===== src/rtl/core/lnpm_pkg.sv =====
// Shared types, codes and the microprogram of the linked-list node pool manager.
`default_nettype none

package lnpm_pkg;

  // Field widths of the command and result words.
  localparam int CMD_W     = 2;
  localparam int LIST_W    = 2;
  localparam int BYTE_W    = 8;
  localparam int STATUS_W  = 2;
  localparam int INDEX_W   = 4;
  localparam int REMOVED_W = 5;

  // A read returns at most this many elements.
  localparam int MAX_RESULTS = 16;

  // Command codes.
  localparam logic [CMD_W-1:0] CMD_TAIL = 2'd0;
  localparam logic [CMD_W-1:0] CMD_HEAD = 2'd1;
  localparam logic [CMD_W-1:0] CMD_DEL  = 2'd2;
  localparam logic [CMD_W-1:0] CMD_READ = 2'd3;

  // Status codes.
  localparam logic [STATUS_W-1:0] ST_DONE  = 2'd0;
  localparam logic [STATUS_W-1:0] ST_EMPTY = 2'd1;
  localparam logic [STATUS_W-1:0] ST_ELEM  = 2'd2;

  // Datapath operation carried by a control word.
  typedef enum logic [3:0] {
    OP_NOP,
    OP_IDLE,
    OP_RD_FREE,
    OP_ALLOC,
    OP_HEAD,
    OP_WALK,
    OP_TAIL_TERM,
    OP_TAIL_LINK,
    OP_DGET,
    OP_DSTEP,
    OP_DUNLINK,
    OP_DFREE,
    OP_RSTART,
    OP_RSTEP
  } op_e;

  // Jump condition carried by a control word.
  typedef enum logic [3:0] {
    C_NEVER,
    C_ALWAYS,
    C_START,
    C_FREE_NIL,
    C_IS_HEAD,
    C_WALK_MORE,
    C_DSTOP,
    C_NOMATCH,
    C_FIRST_NIL,
    C_RMORE
  } cond_e;

  // Result word issued by a control word.
  typedef enum logic [2:0] {
    E_NONE,
    E_DONE,
    E_EMPTY,
    E_INS,
    E_DEL,
    E_ELEM
  } emit_e;

  localparam int STEP_W = 5;
  typedef logic [STEP_W-1:0] step_t;

  typedef struct packed {
    op_e   op;
    cond_e cond;
    emit_e emit;
    step_t target;
  } ucode_t;

  // Enables from the sequencer to the node store.
  typedef struct packed {
    logic rd;
    logic ptr_wr;
    logic byte_wr;
  } store_ctl_t;

  // Program addresses.
  localparam step_t S_IDLE   = 5'd0;
  localparam step_t S_BAD    = 5'd1;
  localparam step_t S_EMPTY  = 5'd2;
  localparam step_t S_INS    = 5'd3;
  localparam step_t S_ALLOC  = 5'd4;
  localparam step_t S_WALK   = 5'd5;
  localparam step_t S_TTERM  = 5'd6;
  localparam step_t S_TLINK  = 5'd7;
  localparam step_t S_HEAD   = 5'd8;
  localparam step_t S_DEL    = 5'd9;
  localparam step_t S_DSTEP  = 5'd10;
  localparam step_t S_DUNL   = 5'd11;
  localparam step_t S_DFREE  = 5'd12;
  localparam step_t S_DEND   = 5'd13;
  localparam step_t S_READ   = 5'd14;
  localparam step_t S_RSTEP  = 5'd15;
  localparam step_t S_RTAIL  = 5'd16;

  // The microprogram. A taken condition jumps to target, otherwise the
  // next step follows; the idle step waits on itself for a command.
  function automatic ucode_t ucode_rom(input step_t step);
    ucode_t w;
    w = '{op: OP_NOP, cond: C_ALWAYS, emit: E_NONE, target: S_IDLE};
    case (step)
      S_IDLE:  w = '{op: OP_IDLE,      cond: C_START,     emit: E_NONE,  target: S_IDLE};
      S_BAD:   w = '{op: OP_NOP,       cond: C_ALWAYS,    emit: E_DONE,  target: S_IDLE};
      S_EMPTY: w = '{op: OP_NOP,       cond: C_ALWAYS,    emit: E_EMPTY, target: S_IDLE};
      S_INS:   w = '{op: OP_RD_FREE,   cond: C_FREE_NIL,  emit: E_NONE,  target: S_EMPTY};
      S_ALLOC: w = '{op: OP_ALLOC,     cond: C_IS_HEAD,   emit: E_NONE,  target: S_HEAD};
      S_WALK:  w = '{op: OP_WALK,      cond: C_WALK_MORE, emit: E_NONE,  target: S_WALK};
      S_TTERM: w = '{op: OP_TAIL_TERM, cond: C_NEVER,     emit: E_NONE,  target: S_IDLE};
      S_TLINK: w = '{op: OP_TAIL_LINK, cond: C_ALWAYS,    emit: E_INS,   target: S_IDLE};
      S_HEAD:  w = '{op: OP_HEAD,      cond: C_ALWAYS,    emit: E_INS,   target: S_IDLE};
      S_DEL:   w = '{op: OP_DGET,      cond: C_DSTOP,     emit: E_NONE,  target: S_DEND};
      S_DSTEP: w = '{op: OP_DSTEP,     cond: C_NOMATCH,   emit: E_NONE,  target: S_DEL};
      S_DUNL:  w = '{op: OP_DUNLINK,   cond: C_NEVER,     emit: E_NONE,  target: S_IDLE};
      S_DFREE: w = '{op: OP_DFREE,     cond: C_ALWAYS,    emit: E_NONE,  target: S_DEL};
      S_DEND:  w = '{op: OP_NOP,       cond: C_ALWAYS,    emit: E_DEL,   target: S_IDLE};
      S_READ:  w = '{op: OP_RSTART,    cond: C_FIRST_NIL, emit: E_NONE,  target: S_BAD};
      S_RSTEP: w = '{op: OP_RSTEP,     cond: C_RMORE,     emit: E_ELEM,  target: S_RSTEP};
      S_RTAIL: w = '{op: OP_NOP,       cond: C_ALWAYS,    emit: E_NONE,  target: S_IDLE};
      default: w = '{op: OP_NOP,       cond: C_ALWAYS,    emit: E_NONE,  target: S_IDLE};
    endcase
    return w;
  endfunction

endpackage

`default_nettype wire


===== src/rtl/core/linked_list_node_pool_manager_top.sv =====
// Top level of the linked-list node pool manager: microcoded sequencer and datapath.
`default_nettype none

// A pool of NODE_COUNT nodes, each holding a byte and a next link, is shared by
// LIST_COUNT singly linked lists; unused nodes sit on a free list that works as
// a stack, the first allocation after reset taking the highest index. A command
// word is taken when start_i is high and busy_o is low. Every command gives one
// or more result words, each shown for exactly one cycle with result_valid_o
// high; the receiver cannot hold them off, so it must take one every cycle that
// the strobe is set. The final word of a command carries last_o. Every link is
// followed through the single registered read port of the node store, and a
// read gives one result word per cycle. The final result word appears in the
// cycle after the last busy cycle, except for a read of a list that holds
// elements, whose final element is shown during its last busy cycle.
module linked_list_node_pool_manager_top #(
  parameter int NODE_COUNT = 16,
  parameter int LIST_COUNT = 4
) (
  input  wire                               clk_i,
  input  wire                               rst_ni,
  input  wire                               start_i,
  output logic                              busy_o,
  input  wire [lnpm_pkg::CMD_W-1:0]         command_i,
  input  wire [lnpm_pkg::LIST_W-1:0]        list_id_i,
  input  wire [lnpm_pkg::BYTE_W-1:0]        value_i,
  output logic                              result_valid_o,
  output logic [lnpm_pkg::STATUS_W-1:0]     status_o,
  output logic [lnpm_pkg::BYTE_W-1:0]       element_o,
  output logic [lnpm_pkg::INDEX_W-1:0]      node_index_o,
  output logic [lnpm_pkg::REMOVED_W-1:0]    removed_o,
  output logic                              last_o
);

  // Links are wide enough to hold NODE_COUNT, so that NODE_COUNT can stand
  // for the null link.
  localparam int PW = $clog2(NODE_COUNT + 1);
  localparam int SW = $clog2(NODE_COUNT + 1);
  localparam int LW = (LIST_COUNT > 1) ? $clog2(LIST_COUNT) : 1;
  localparam int RD_LIMIT = (NODE_COUNT < lnpm_pkg::MAX_RESULTS) ?
                            NODE_COUNT : lnpm_pkg::MAX_RESULTS;
  localparam logic [PW-1:0] NIL = PW'(NODE_COUNT);

  // Sequencer.
  lnpm_pkg::step_t  step_q, step_d, dispatch;
  lnpm_pkg::ucode_t uw;
  logic             accept, cond_ok;

  // Datapath registers.
  logic [lnpm_pkg::CMD_W-1:0]  cmd_q, cmd_d;
  logic [lnpm_pkg::LIST_W-1:0] list_q, list_d;
  logic [lnpm_pkg::BYTE_W-1:0] val_q, val_d;
  logic [PW-1:0]               pos_q, pos_d, nxt_q, nxt_d, node_q, node_d;
  logic [PW-1:0]               free_q, free_d;
  logic [SW-1:0]               steps_q, steps_d, cnt_q, cnt_d;
  logic [PW-1:0]               first_q [LIST_COUNT];
  logic                        lf_we;
  logic [PW-1:0]               lf_data;

  // Node store access.
  lnpm_pkg::store_ctl_t        st_ctl;
  logic [PW-1:0]               rd_addr, ptr_wr_addr, ptr_wr_data, byte_wr_addr;
  logic [PW-1:0]               nn_ptr;
  logic [lnpm_pkg::BYTE_W-1:0] nb_byte;

  // Derived values.
  logic [LW-1:0]  lsel;
  logic [PW-1:0]  first, lk;
  logic           lk_live, match, rd_end;
  logic [SW:0]    steps_nx;

  // Result word.
  logic                              res_valid_d;
  logic [lnpm_pkg::STATUS_W-1:0]     status_d;
  logic [lnpm_pkg::BYTE_W-1:0]       element_d;
  logic [lnpm_pkg::INDEX_W-1:0]      index_d;
  logic [lnpm_pkg::REMOVED_W-1:0]    removed_d;
  logic                              last_d;
  logic [PW+lnpm_pkg::INDEX_W-1:0]   pos_ext, node_ext;
  logic [SW+lnpm_pkg::REMOVED_W-1:0] cnt_ext;

  lnpm_node_store #(
    .NODE_COUNT (NODE_COUNT)
  ) u_store (
    .clk_i          (clk_i),
    .rst_ni         (rst_ni),
    .ctl_i          (st_ctl),
    .rd_addr_i      (rd_addr),
    .ptr_wr_addr_i  (ptr_wr_addr),
    .ptr_wr_data_i  (ptr_wr_data),
    .byte_wr_addr_i (byte_wr_addr),
    .byte_wr_data_i (val_q),
    .ptr_rd_o       (nn_ptr),
    .byte_rd_o      (nb_byte)
  );

  assign uw     = lnpm_pkg::ucode_rom(step_q);
  assign busy_o = (step_q != lnpm_pkg::S_IDLE);
  assign accept = start_i && !busy_o;

  // The link that follows pos: the list head when pos is null, otherwise the
  // link of pos as last read from the store.
  assign lsel     = LW'(list_q);
  assign first    = first_q[lsel];
  assign lk       = (pos_q == NIL) ? first : nn_ptr;
  assign lk_live  = (lk < NIL);
  assign match    = (nb_byte == val_q);
  assign steps_nx = {1'b0, steps_q} + 1'b1;
  // A read stops on the tail, on the result bound or on the walk bound.
  assign rd_end   = (nn_ptr >= NIL) || (steps_nx >= (SW+1)'(RD_LIMIT));

  always_comb begin
    if (int'(list_id_i) >= LIST_COUNT) begin
      dispatch = lnpm_pkg::S_BAD;
    end else begin
      case (command_i)
        lnpm_pkg::CMD_TAIL: dispatch = lnpm_pkg::S_INS;
        lnpm_pkg::CMD_HEAD: dispatch = lnpm_pkg::S_INS;
        lnpm_pkg::CMD_DEL:  dispatch = lnpm_pkg::S_DEL;
        lnpm_pkg::CMD_READ: dispatch = lnpm_pkg::S_READ;
        default:            dispatch = lnpm_pkg::S_BAD;
      endcase
    end
  end

  // Jump condition of the current control word.
  always_comb begin
    case (uw.cond)
      lnpm_pkg::C_NEVER:     cond_ok = 1'b0;
      lnpm_pkg::C_ALWAYS:    cond_ok = 1'b1;
      lnpm_pkg::C_START:     cond_ok = accept;
      lnpm_pkg::C_FREE_NIL:  cond_ok = (free_q >= NIL);
      lnpm_pkg::C_IS_HEAD:   cond_ok = (cmd_q == lnpm_pkg::CMD_HEAD);
      lnpm_pkg::C_WALK_MORE: cond_ok = lk_live && (steps_nx < (SW+1)'(NODE_COUNT));
      lnpm_pkg::C_DSTOP:     cond_ok = !lk_live || (steps_q >= SW'(NODE_COUNT));
      lnpm_pkg::C_NOMATCH:   cond_ok = !match;
      lnpm_pkg::C_FIRST_NIL: cond_ok = (first >= NIL);
      lnpm_pkg::C_RMORE:     cond_ok = !rd_end;
      default:               cond_ok = 1'b0;
    endcase
  end

  // Next step: jump, fall through, or wait in the idle step.
  always_comb begin
    if (cond_ok) begin
      step_d = (uw.cond == lnpm_pkg::C_START) ? dispatch : uw.target;
    end else if (uw.cond == lnpm_pkg::C_START) begin
      step_d = step_q;
    end else begin
      step_d = step_q + 1'b1;
    end
  end

  // Datapath operations.
  always_comb begin
    cmd_d        = cmd_q;
    list_d       = list_q;
    val_d        = val_q;
    pos_d        = pos_q;
    nxt_d        = nxt_q;
    node_d       = node_q;
    free_d       = free_q;
    steps_d      = steps_q;
    cnt_d        = cnt_q;
    lf_we        = 1'b0;
    lf_data      = node_q;
    st_ctl       = '0;
    rd_addr      = pos_q;
    ptr_wr_addr  = pos_q;
    ptr_wr_data  = node_q;
    byte_wr_addr = free_q;
    case (uw.op)
      lnpm_pkg::OP_IDLE: begin
        if (accept) begin
          cmd_d   = command_i;
          list_d  = list_id_i;
          val_d   = value_i;
          pos_d   = NIL;
          steps_d = '0;
          cnt_d   = '0;
        end
      end
      lnpm_pkg::OP_RD_FREE: begin
        st_ctl.rd = 1'b1;
        rd_addr   = free_q;
      end
      lnpm_pkg::OP_ALLOC: begin
        node_d         = free_q;
        free_d         = nn_ptr;
        st_ctl.byte_wr = 1'b1;
      end
      lnpm_pkg::OP_HEAD: begin
        st_ctl.ptr_wr = 1'b1;
        ptr_wr_addr   = node_q;
        ptr_wr_data   = first;
        lf_we         = 1'b1;
      end
      lnpm_pkg::OP_WALK: begin
        if (lk_live) begin
          pos_d     = lk;
          steps_d   = steps_nx[SW-1:0];
          st_ctl.rd = 1'b1;
          rd_addr   = lk;
        end
      end
      lnpm_pkg::OP_TAIL_TERM: begin
        st_ctl.ptr_wr = 1'b1;
        ptr_wr_addr   = node_q;
        ptr_wr_data   = NIL;
      end
      lnpm_pkg::OP_TAIL_LINK: begin
        if (pos_q == NIL) begin
          lf_we = 1'b1;
        end else begin
          st_ctl.ptr_wr = 1'b1;
        end
      end
      lnpm_pkg::OP_DGET: begin
        nxt_d     = lk;
        st_ctl.rd = 1'b1;
        rd_addr   = lk;
      end
      lnpm_pkg::OP_DSTEP: begin
        if (!match) begin
          pos_d     = nxt_q;
          steps_d   = steps_nx[SW-1:0];
          st_ctl.rd = 1'b1;
          rd_addr   = nxt_q;
        end
      end
      lnpm_pkg::OP_DUNLINK: begin
        // Bypass the matching node: its own link was read in the fetch step.
        lf_data     = nn_ptr;
        ptr_wr_data = nn_ptr;
        if (pos_q == NIL) begin
          lf_we = 1'b1;
        end else begin
          st_ctl.ptr_wr = 1'b1;
        end
      end
      lnpm_pkg::OP_DFREE: begin
        // Push the unlinked node and refetch the link after pos.
        st_ctl.ptr_wr = 1'b1;
        ptr_wr_addr   = nxt_q;
        ptr_wr_data   = free_q;
        free_d        = nxt_q;
        cnt_d         = cnt_q + 1'b1;
        steps_d       = steps_nx[SW-1:0];
        st_ctl.rd     = 1'b1;
        rd_addr       = pos_q;
      end
      lnpm_pkg::OP_RSTART: begin
        pos_d     = first;
        st_ctl.rd = 1'b1;
        rd_addr   = first;
      end
      lnpm_pkg::OP_RSTEP: begin
        pos_d     = nn_ptr;
        steps_d   = steps_nx[SW-1:0];
        st_ctl.rd = 1'b1;
        rd_addr   = nn_ptr;
      end
      default: begin
      end
    endcase
  end

  // Result word for the current step; it is registered and shown next cycle.
  assign pos_ext  = {{lnpm_pkg::INDEX_W{1'b0}}, pos_q};
  assign node_ext = {{lnpm_pkg::INDEX_W{1'b0}}, node_q};
  assign cnt_ext  = {{lnpm_pkg::REMOVED_W{1'b0}}, cnt_q};

  always_comb begin
    res_valid_d = 1'b1;
    status_d    = lnpm_pkg::ST_DONE;
    element_d   = '0;
    index_d     = '0;
    removed_d   = '0;
    last_d      = 1'b1;
    case (uw.emit)
      lnpm_pkg::E_NONE:  res_valid_d = 1'b0;
      lnpm_pkg::E_DONE:  status_d    = lnpm_pkg::ST_DONE;
      lnpm_pkg::E_EMPTY: status_d    = lnpm_pkg::ST_EMPTY;
      lnpm_pkg::E_INS:   index_d     = node_ext[lnpm_pkg::INDEX_W-1:0];
      lnpm_pkg::E_DEL:   removed_d   = cnt_ext[lnpm_pkg::REMOVED_W-1:0];
      lnpm_pkg::E_ELEM: begin
        status_d  = lnpm_pkg::ST_ELEM;
        element_d = nb_byte;
        index_d   = pos_ext[lnpm_pkg::INDEX_W-1:0];
        last_d    = rd_end;
      end
      default:           res_valid_d = 1'b0;
    endcase
  end

  always_ff @(posedge clk_i or negedge rst_ni) begin
    if (!rst_ni) begin
      step_q         <= lnpm_pkg::S_IDLE;
      free_q         <= PW'(NODE_COUNT - 1);
      result_valid_o <= 1'b0;
      for (int i = 0; i < LIST_COUNT; i++) begin
        first_q[i] <= NIL;
      end
    end else begin
      step_q         <= step_d;
      free_q         <= free_d;
      result_valid_o <= res_valid_d;
      if (lf_we) begin
        first_q[lsel] <= lf_data;
      end
    end
  end

  always_ff @(posedge clk_i) begin
    cmd_q        <= cmd_d;
    list_q       <= list_d;
    val_q        <= val_d;
    pos_q        <= pos_d;
    nxt_q        <= nxt_d;
    node_q       <= node_d;
    steps_q      <= steps_d;
    cnt_q        <= cnt_d;
    status_o     <= status_d;
    element_o    <= element_d;
    node_index_o <= index_d;
    removed_o    <= removed_d;
    last_o       <= last_d;
  end

endmodule

`default_nettype wire


===== src/rtl/core/lnpm_node_store.sv =====
// Node store: next links with reset values through valid bits, and node bytes.
`default_nettype none

module lnpm_node_store #(
  parameter int NODE_COUNT = 16
) (
  input  wire                          clk_i,
  input  wire                          rst_ni,
  input  wire lnpm_pkg::store_ctl_t    ctl_i,
  input  wire [$clog2(NODE_COUNT+1)-1:0] rd_addr_i,
  input  wire [$clog2(NODE_COUNT+1)-1:0] ptr_wr_addr_i,
  input  wire [$clog2(NODE_COUNT+1)-1:0] ptr_wr_data_i,
  input  wire [$clog2(NODE_COUNT+1)-1:0] byte_wr_addr_i,
  input  wire [lnpm_pkg::BYTE_W-1:0]   byte_wr_data_i,
  output logic [$clog2(NODE_COUNT+1)-1:0] ptr_rd_o,
  output logic [lnpm_pkg::BYTE_W-1:0]  byte_rd_o
);

  localparam int PW = $clog2(NODE_COUNT + 1);
  localparam int IW = $clog2(NODE_COUNT);
  localparam logic [PW-1:0] NIL = PW'(NODE_COUNT);

  logic [PW-1:0]               ptr_mem [NODE_COUNT];
  logic [lnpm_pkg::BYTE_W-1:0] byte_mem [NODE_COUNT];
  logic [NODE_COUNT-1:0]       vld_q;

  logic          rd_hit, ptr_hit, byte_hit;
  logic [PW-1:0] ptr_q, addr_q;
  logic          rd_vld_q;

  assign rd_hit   = ctl_i.rd      && (rd_addr_i      < NIL);
  assign ptr_hit  = ctl_i.ptr_wr  && (ptr_wr_addr_i  < NIL);
  assign byte_hit = ctl_i.byte_wr && (byte_wr_addr_i < NIL);

  // A link that was never written reads as its reset value.
  always_ff @(posedge clk_i or negedge rst_ni) begin
    if (!rst_ni) begin
      vld_q <= '0;
    end else if (ptr_hit) begin
      vld_q[ptr_wr_addr_i[IW-1:0]] <= 1'b1;
    end
  end

  always_ff @(posedge clk_i) begin
    if (ptr_hit) begin
      ptr_mem[ptr_wr_addr_i[IW-1:0]] <= ptr_wr_data_i;
    end
    if (byte_hit) begin
      byte_mem[byte_wr_addr_i[IW-1:0]] <= byte_wr_data_i;
    end
  end

  always_ff @(posedge clk_i) begin
    if (rd_hit) begin
      ptr_q     <= ptr_mem[rd_addr_i[IW-1:0]];
      byte_rd_o <= byte_mem[rd_addr_i[IW-1:0]];
      rd_vld_q  <= vld_q[rd_addr_i[IW-1:0]];
      addr_q    <= rd_addr_i;
    end
  end

  always_comb begin
    if (rd_vld_q) begin
      ptr_rd_o = ptr_q;
    end else if (addr_q == '0) begin
      ptr_rd_o = NIL;
    end else begin
      ptr_rd_o = addr_q - 1'b1;
    end
  end

endmodule

`default_nettype wire


===== config.mk =====
export PLATFORM = sky130hd
export DESIGN_NAME = linked_list_node_pool_manager_top
export DESIGN_NICKNAME = d
export VERILOG_FILES = /design/src/rtl/core/lnpm_pkg.sv /design/src/rtl/core/linked_list_node_pool_manager_top.sv /design/src/rtl/core/lnpm_node_store.sv
export SDC_FILE = /design/constraint.sdc
export NUM_CORES = 1
export LEC_CHECK = 0
export ABC_AREA = 1
export BUFFER_PORTS_ARGS = -buffer_cell sky130_fd_sc_hd__buf_2
export CORE_ASPECT_RATIO = 1.75
export CORE_MARGIN = 1
export CORE_UTILIZATION = 26
export DETAILED_ROUTE_END_ITERATION = 8
export PLACE_DENSITY = 0.44
export SETUP_SLACK_MARGIN = 0.4
export SLEW_MARGIN = 15
export SYNTH_ARGS = -nofsm -noshare
export SYNTH_HDL_FRONTEND = slang
export SYNTH_HIERARCHICAL = 1
export SYNTH_SLANG_ARGS = --single-unit

===== constraint.sdc =====
create_clock -name clk_i -period 3.15 [get_ports clk_i]
set_input_delay 0.1575 -clock clk_i [delete_from_list [all_inputs] [get_ports clk_i]]
set_output_delay 0.1575 -clock clk_i [all_outputs]
set_load 0.05 [all_outputs]

==> impl_metrics.ini <==
[yosys]
yosysTopAreaCell = edfxtp_1
syn_nets = 1697
synth_warnings = 6
async_reset_ff_share_pct = 14.20
ys_seq_area_share_pct = 61.18
yosysTopAreaCellShare_pct = 50.98
syn-cell-area_sq_um = 15550
synth_cell_types = 46
synth_edf_count = 264
synth_area_per_cell_sq_um = 9.306
ys_dominant_reg_cell = edfxtp_1
synthCells = 1671
ys_ff_latch = 331
yosys-top-cells-area = edfxtp_1, nand2_1, nand3_1

[layout]
final_util_pct = 35.86
layout_common_cells = nand2_1, edfxtp_1, inv_1
antenna_cells = 0
syn_to_final_growth_pct = 36.53
final_nets = 1954
layout_commonest_cell = nand2_1
layout.cells.non_filler = 2731
drive_above_1_share_pct = 28.19

[worst_setup_path]
slowest_stage = dfrtp_1
critPathTopFamily = simple AND/OR/NAND/NOR gates
crit_fanout = 8
crit_top_cell = nand2_2
crit_arrival_ps = 3480
start_kind = flip-flop
worstSetupPathType = reg -> reg
cp-end-kind = flip-flop
cp.required_ps = 3490
worstPathCellList = inv_2 > ha_4 > nor2_4 > nor3b_4 > nor3_4 > buf_6 > inv_4 > nor2_4 > nor2_4 > nand2_2 > nor2_4 > nand2_2 > nand3_4 > buf_12 > buf_12 > buf_16 > nand2_2 > nand2_2 > nand2_2 > nand3_2 > nand3_2 > nand2_1
cpPeakStageDelay_ps = 420
path_buf_inv = 6

[min_path]
holdCritPathClass = in -> async

[timing]
slew_viol_final = 0
fin_skew_ps = 20.94
setup_viol = 0
max_slew_margin_pct = 44.05
period_needed_ps = 3144
finalCritPeriodShare_pct = 99.80
finalHoldViolCount = 0
fmax_ghz = 0.3181
worstMarginPinSlew_ps = 839.3
rsz0062_at_grt = true

[grt]
grt_overflow = 0
grt_max_degree = 41
grt_pass1_wl_microns = 73130
antenna_found_initial = 0
busiest_layer = met2
track_usage_pct = 15.82
grtUsageMet3_pct = 1.478
met2_usage_pct = 32.86
met1_usage_pct = 15.23
grt_pass1_vias = 12385

[route]
first_iter_violations = 689
drt-vias-per-instance = 4.480
ant_nets = 0
dr_total_vias = 12236
drt-total-wl_microns = 49030
wl_per_cell_microns = 17.95
drt_pass1_iterations = 5
drc_errors = 0

[clocking]
htree_levels = 1
clkSinkCount = 331
root_buffer = clkbuf_16
clock_path_buffers = 3
cts_tree = yes
clock_latency_ps = 590
cts.clk_slew.worst_paths_ps = 70
cts_made_buffers = 31

[placement]
dpl.cell_count = 2588
gp_congestion = 0.8964
hpwl_microns = 34470
portBuffers = 36

[floorplanning]
die_w_microns = 186.9
num_rows = 118
initial_utilization_pct = 26.26
die_h_microns = 325.5
design.die.area_sq_um = 60830
core_area_sq_um = 59200
ios = 37

[flow_run]
maxCapViolations = 0

[outcome]
status = complete, no violations
## area by class of cell
type,count,area (sq um)
fill,5959,37970
sequential,331,9515
multi-input combinational,1013,5802
timing repair buffer,280,2834
inverter,271,1047
tap,780,975.9
clock buffer,41,928.4
clock inverter,15,127.6
## state kept, by name, indices dropped and copies added, names as in the netlist, 4 cells and up
signal             flops
byte_wr_addr           5
cnt_q                  5
element_o              8
first_q               20
node_index_o           4
node_q                 5
nxt_q                  5
pos_q                  5
removed_o              5
step_q                 5
steps_q                5
u_store/addr_q         5
u_store/byte_mem     128
u_store/byte_rd_o      8
u_store/ptr_mem       80
u_store/ptr_q          5
u_store/vld_q         16
val_q                  8
## final timing paths
kind / startpoint / to / slack (ps) / depth (start not counted)
worst max register to register: step_q[1]$_DFFE_PN0P_ / u_store/byte_rd_o[2]$_DFFE_PP_ / 6 / 22
max in group asynchronous: rst_ni / first_q[14]$_DFFE_PN1P_ / 2110 / 3
worst min-delay path: rst_ni / result_valid_o$_DFF_PN0_ / 210 / 2
worst min register to register: u_store/vld_q[11]$_DFFE_PN0P_ / u_store/vld_q[11]$_DFFE_PN0P_ / 460 / 2
worst max-delay path: step_q[1]$_DFFE_PN0P_ / u_store/byte_rd_o[2]$_DFFE_PP_ / 6 / 22
min in group clk_i: value_i[7] / val_q[7]$_DFFE_PP_ / 280 / 2
## per-stage QoR
stage	setup TNS (ps)	hold slack, ps	area, sq um	worst slack, ps
6_report	0	212.5	21230	6.154
5_1_grt	-7945	254.9	21230	-180.4
4_1_cts	-157.9	212.7	20420	-27.60
3_5_place_dp	-11170	316.3	17980	-286.8
3_3_place_gp	-12840	306.7	17980	-281.2
2_1_floorplan	0	-138.1	15810	246.4
## synthesized netlist by cell type, types with 3 or more instances
cell type,instances
dfxtp_1,20
o2111ai_1,6
a21oi_1,8
o21a_1,5
xnor2_1,7
buf_4,4
ha_1,11
inv_1,259
a22oi_1,5
inv_4,3
o21ai_2,6
xor2_1,5
dfstp_2,8
dfrtp_1,39
nor2_2,10
inv_2,8
nand4_1,9
nand3b_1,4
nor2_1,105
nor3_1,5
o22ai_1,7
a31oi_1,3
o221ai_1,5
clkbuf_1,10
buf_6,15
nand3_1,232
nand2_1,521
buf_2,24
o21ai_0,43
edfxtp_1,264
## layer usage
layer	part of all wire [%]	wire [microns]
met1	34	16870
met2	59	28770
met3	2.5	1215
met4	4.4	2175
met5	0	0
## repair_timing
action	in CTS	in global routing
cloned	4	6
gates resized for setup	185	107
hold endpoints to repair	35	0
setup endpoints to repair	345	380
hold buffers	13	0
setup buffers	39	25
pin swaps	66	48
## cell families (layout without fill, tap and decap cells)
kind of cell,count (synthesis),count (layout),synth area share (%)
buffers and inverters,327,607,8.964
XOR/XNOR,12,12,0.6759
adder cells (fa/ha/maj),11,11,0.8851
AND/OR/NAND/NOR,899,899,24.61
AO/OA/AOI/OAI,91,91,3.685
flip-flops,331,331,61.18
Power is not shown: default switching activity piles up to over one toggle a cycle in this logic, so the estimate is an artifact.
